===== src/rtl/rau_pkg.sv =====
`default_nettype none
// ----------------------------------------------------------------------------
// Rational arithmetic unit package
// Shared widths, mode and error codes, and the item and queue entry types.
// ----------------------------------------------------------------------------
package rau_pkg;

    localparam int unsigned DefWidth = 32;
    localparam int unsigned FieldW   = 32;
    localparam int unsigned MagW     = 66;

    typedef enum logic [3:0] {
        MODE_ADD    = 4'd0,
        MODE_SUB    = 4'd1,
        MODE_MUL    = 4'd2,
        MODE_DIV    = 4'd3,
        MODE_NEG    = 4'd4,
        MODE_INC    = 4'd5,
        MODE_CMP    = 4'd6,
        MODE_RED    = 4'd7,
        MODE_TOINT  = 4'd8
    } mode_e;

    localparam logic [1:0] ERR_OK   = 2'd0;
    localparam logic [1:0] ERR_ZDEN = 2'd1;
    localparam logic [1:0] ERR_OVF  = 2'd2;

    typedef struct packed {
        logic [3:0]         mode;
        logic signed [31:0] a_num;
        logic signed [31:0] a_den;
        logic signed [31:0] b_num;
        logic signed [31:0] b_den;
    } in_item_t;

    typedef struct packed {
        logic signed [31:0] res_num;
        logic [30:0]        res_den;
        logic               is_less;
        logic               is_equal;
        logic               is_greater;
        logic [1:0]         error;
    } out_item_t;

    // Decoded operands in sign and magnitude form.
    typedef struct packed {
        logic [3:0]  mode;
        logic        a_neg;
        logic [32:0] a_n;
        logic [32:0] a_d;
        logic        b_neg;
        logic [32:0] b_n;
        logic [32:0] b_d;
    } job_t;

endpackage
`default_nettype wire


===== src/rtl/rau_front.sv =====
`default_nettype none
// ----------------------------------------------------------------------------
// Rational arithmetic unit front end
// Accepts items, decodes operands to sign and magnitude and queues them.
// ----------------------------------------------------------------------------
module rau_front #(
    parameter int unsigned WIDTH = rau_pkg::DefWidth
) (
    input  wire logic             clk,
    input  wire logic             rst_n,
    input  wire logic             start,
    output logic                  busy,
    input  wire rau_pkg::in_item_t in_item,
    output logic                  q_valid,
    output rau_pkg::job_t         q_job,
    input  wire logic             q_pop
);
    import rau_pkg::*;

    localparam int unsigned Depth = 2;

    job_t       mem_reg [Depth];
    logic       wr_ptr_reg, wr_ptr_next;
    logic       rd_ptr_reg, rd_ptr_next;
    logic [1:0] cnt_reg, cnt_next;
    logic       push;
    job_t       job_new;

    function automatic logic [32:0] mag_of(input logic [31:0] raw, output logic neg);
        logic [31:0] v;
        logic        s;
        begin
            v = raw;
            s = raw[WIDTH-1];
            for (int i = 0; i < 32; i++)
            begin
                if (i >= WIDTH)
                begin
                    v[i] = s;
                end
            end
            neg = s;
            mag_of = s ? (33'd0 - {v[31], v}) : {1'b0, v};
        end
    endfunction

    always_comb
    begin
        logic an, ad, bn, bd;
        job_new.mode = in_item.mode;
        job_new.a_n  = mag_of(in_item.a_num, an);
        job_new.a_d  = mag_of(in_item.a_den, ad);
        job_new.b_n  = mag_of(in_item.b_num, bn);
        job_new.b_d  = mag_of(in_item.b_den, bd);
        job_new.a_neg = an ^ ad;
        job_new.b_neg = bn ^ bd;
    end

    assign busy    = (cnt_reg == 2'(Depth));
    assign push    = start && !busy;
    assign q_valid = (cnt_reg != 2'd0);
    assign q_job   = mem_reg[rd_ptr_reg];

    always_comb
    begin
        wr_ptr_next = wr_ptr_reg ^ push;
        rd_ptr_next = rd_ptr_reg ^ q_pop;
        cnt_next    = cnt_reg + {1'b0, push} - {1'b0, q_pop};
    end

    always_ff @(posedge clk)
    begin
        if (push)
        begin
            mem_reg[wr_ptr_reg] <= job_new;
        end
    end

    always_ff @(posedge clk or negedge rst_n)
    begin
        if (!rst_n)
        begin
            wr_ptr_reg <= 1'b0;
            rd_ptr_reg <= 1'b0;
            cnt_reg    <= 2'd0;
        end
        else
        begin
            wr_ptr_reg <= wr_ptr_next;
            rd_ptr_reg <= rd_ptr_next;
            cnt_reg    <= cnt_next;
        end
    end

    a_no_pop_empty: assert property (@(posedge clk) disable iff (!rst_n)
        q_pop |-> q_valid) else $error("pop from empty queue");
    a_cnt_range: assert property (@(posedge clk) disable iff (!rst_n)
        cnt_reg <= 2'(Depth)) else $error("queue count out of range");
    a_push_cnt: assert property (@(posedge clk) disable iff (!rst_n)
        (push && !q_pop) |=> cnt_reg == $past(cnt_reg) + 2'd1)
        else $error("queue count did not follow push");

endmodule
`default_nettype wire


===== config.mk =====
export PLATFORM = sky130hd
export DESIGN_NAME = rau_front
export DESIGN_NICKNAME = d
export VERILOG_FILES = /design/src/rtl/rau_pkg.sv /design/src/rtl/rau_front.sv
export SDC_FILE = /design/constraint.sdc
export NUM_CORES = 1
export LEC_CHECK = 0
export BUFFER_PORTS_ARGS = -buffer_cell sky130_fd_sc_hd__buf_4
export CORE_MARGIN = 2
export CORE_UTILIZATION = 50
export CTS_BUF_LIST = sky130_fd_sc_hd__clkbuf_2 sky130_fd_sc_hd__clkbuf_4 sky130_fd_sc_hd__clkbuf_8
export CTS_CLUSTER_SIZE = 40
export DETAILED_ROUTE_END_ITERATION = 6
export PLACE_DENSITY_LB_ADDON = 0.12
export SYNTH_ARGS = -nofsm -noshare
export SYNTH_HDL_FRONTEND = slang
export SYNTH_SLANG_ARGS = --single-unit

===== constraint.sdc =====
create_clock -name clk -period 5.4 [get_ports clk]
set_input_delay 0.27 -clock clk [delete_from_list [all_inputs] [get_ports clk]]
set_output_delay 0.27 -clock clk [all_outputs]
set_load 0.02 [all_outputs]

==> flow_summary.toml <==
[placed_design]
gp_congestion = 0.801
pre_cts_slack_ns = 2.84
dp_cells = 1428
port_buffers = 275
dp_hpwl_mm = 19.2

[global_routing]
grt_usage_pct = 20.8
gr-total-overflow = 0
grt_pass1_wl_mm = 43.4
grt_max_degree = 59
grt_pass1_vias = 8272
antenna_found_initial = 0

[cells_and_area]
antenna_cells = 0
final_common_cell = "buf_4"
largest_reg_flops = 276
fill_cells = 1948
final-instance-count-excl-fill = 1520
drive_gt1_share_pct = 42.4
final_cell_mix = "282 x buf_4, 276 x edfxtp_1, 138 x mux2_2, 118 x xnor2_1, 49 x clkbuf_8"
final_nets = 1301
syn_to_final_growth_pct = 26.7
multi_input_area_um2 = 4280
ff_latch_area_um2 = 8390

[synth]
synth_cells = 840
synth_area_um2 = 12800
ys_seq_area_share_pct = 65.5
ys_warn_count = 0
avgSynthCellArea_um2 = 15.2
ys_ff_latch = 280
ys_types = 36

[sta]
setup_viol = 0
fin_ws_ns = 2.47
layout_min_cycle_time_ns = 2.93
clock_skew_ns = 0.0242
min_period_over_period_pct = 54.2
slew_headroom_pct = 40.8
fmax_mhz = 341
rsz0062_at_grt = "no"
worstMarginPinSlew_ns = 0.881
fin_setup_tns_ns = 0
slew_viol_final = 0
final-hold-violation-count = 0

[worst_setup_path]
cp_cell_sequence = "buf_4, mux2_2, buf_4"
cp_data_required_time_ns = 5.13
critical-path-max-stage-delay_ns = 0.97
crit_path_frequent_cell = "buf_4"
start_kind = "flip-flop"
path_max_fanout = 57
critPathKind = "flip-flop to primary output"
crit_arrival_ns = 2.66
worstSetupEndpointType = "primary output"
crit_slowest_cell = "dfrtp_4"

[floorplan]
core_um2 = 25200
num_rows = 58
die-area_um2 = 26900
fp.dieH_um = 164
fp.dieW_um = 164
initial_core_util_pct = 50.9
ios = 276

[cts]
cts_root_buf = "clkbuf_8"
cts_buffer_depth = 3
clock-sinks = 280
cts_max_level = 2
cts_tree = "built"
cts_made_buffers = 47
clk_latency_ns = 0.55
path_clk_slew_ns = 0.06

[routing]
wirelength_mm = 28.5
wl_per_cell_um = 18.7
vias = 8211
drt_iter0_markers = 556
postRouteAntennaNets = 0
drc = 0
drt-pass1-iter-count = 5
via_per_inst = 5.40

[power]
power_w = 0.00786
power_density_nw_per_um2 = 485
vdd_drop_max_uv = 265
p_leak_nw = 5.77

[min_path]
hold_path_class = "input pin to flip-flop"

[flow_run]
maxCapViolCount = 0

[outcome]
status = "finished clean"
-- critical path: cells and delay by family (launching register included) --
family / cells / cell delay [ns]
DFF: 1 / 0.97
buffers and inverters: 2 / 0.69
muxes: 1 / 0.42
-- metal layers --
metal / vias to the layer above / global-route usage, % / routed length, µm
met5: - / 0 / 0
met4: 0 / 7.14 / 788
met3: 56 / 5.86 / 2120
met2: 276 / 33.4 / 13500
met1: 3987 / 27.3 / 12000
li1: 3892 / - / -
-- final cells by class --
type / count / area share [%]
Sequential cell: 280 / 51.7
Multi-Input combinational cell: 519 / 26.4
Timing Repair Buffer: 292 / 13.7
Clock buffer: 64 / 4.85
Tap cell: 330 / 2.54
Clock inverter: 18 / 0.455
Inverter: 17 / 0.393
-- cells by family after synthesis --
family | Yosys count | synth area share [%]
DFF | 280 | 65.5
and+or+nand+nor | 144 | 6.22
muxes | 138 | 12.1
xor gates and xnor gates | 121 | 8.27
AOI/OAI and AO/OA | 100 | 5.61
buffers and inverters | 48 | 1.47
adders and majority gates | 8 | 0.781
other | 1 | 0.0293
-- where the power goes --
part	internal [W]	switching (W)	total, W
Combinational	0.00129	0.00162	0.00291
Clock	0.000937	0.000802	0.00174
Sequential	0.00302	0.000189	0.00321
Total	0.00525	0.00262	0.00786
-- what timing repair did --
item,CTS,global route
resized for setup,0,0
hold endpoints to repair,21,0
hold buffers,10,0
buffers inserted,0,0
-- synthesized netlist by cell type --
| cell | n | share of area (%) |
|---|---|---|
| nand4_1 | 8 | 0.39 |
| inv_1 | 17 | 0.50 |
| o31ai_1 | 33 | 1.9 |
| dfrtp_1 | 4 | 0.78 |
| buf_2 | 1 | 0.039 |
| nor4_1 | 16 | 0.78 |
| edfxtp_1 | 276 | 65 |
| or3_1 | 14 | 0.68 |
| mux2_2 | 138 | 12 |
| nor3b_1 | 1 | 0.059 |
| xor2_1 | 3 | 0.21 |
| conb_1 | 1 | 0.029 |
| nor3_1 | 12 | 0.47 |
| nand2_1 | 40 | 1.2 |
| or4_1 | 3 | 0.18 |
| or2_2 | 6 | 0.29 |
| nand3_1 | 8 | 0.31 |
| or4_4 | 1 | 0.088 |
| buf_6 | 1 | 0.088 |
| nand4_2 | 2 | 0.20 |
| nand4bb_1 | 1 | 0.088 |
| or2_1 | 1 | 0.049 |
| nor2_1 | 13 | 0.38 |
| nand3b_1 | 1 | 0.059 |
| nor4b_1 | 2 | 0.14 |
| nand4b_1 | 2 | 0.14 |
| xnor2_1 | 118 | 8.1 |
| o21ai_0 | 31 | 1.2 |
| or3b_2 | 1 | 0.068 |
| o41ai_1 | 36 | 2.5 |
| buf_1 | 4 | 0.12 |
| nor4_2 | 1 | 0.098 |
| clkbuf_1 | 25 | 0.73 |
| nor3b_2 | 1 | 0.098 |
| nand2b_1 | 10 | 0.49 |
| ha_1 | 8 | 0.78 |
-- per-stage QoR --
step                      instance area, µm²  util [%]  hold WS, ns
after floorplan                        12800         -      -0.0256
after detailed placement               15300      60.6       0.0718
after global routing                   16200      64.5       0.0254
final                                  16200      64.5       0.0515
after CTS                              16200      64.5       0.0192
after global placement                 15300      60.6       0.0708
-- path summary, 6_finish.rpt --
check,start,endpoint,slack (ns),cells after the start
max in group asynchronous,rst_n,rd_ptr_reg$_DFF_PN0_,5.21,2
max reg2reg,cnt_reg[1]$_DFF_PN0_,mem_reg[0][95]$_DFFE_PP_,2.89,5
min reg2reg,cnt_reg[0]$_DFF_PN0_,cnt_reg[0]$_DFF_PN0_,0.52,1
max,rd_ptr_reg$_DFF_PN0_,q_job[68],2.47,3
min in group asynchronous,rst_n,rd_ptr_reg$_DFF_PN0_,0.08,2
min,in_item[62],mem_reg[1][64]$_DFFE_PP_,0.05,2
Power figures use the tool's default switching activity.
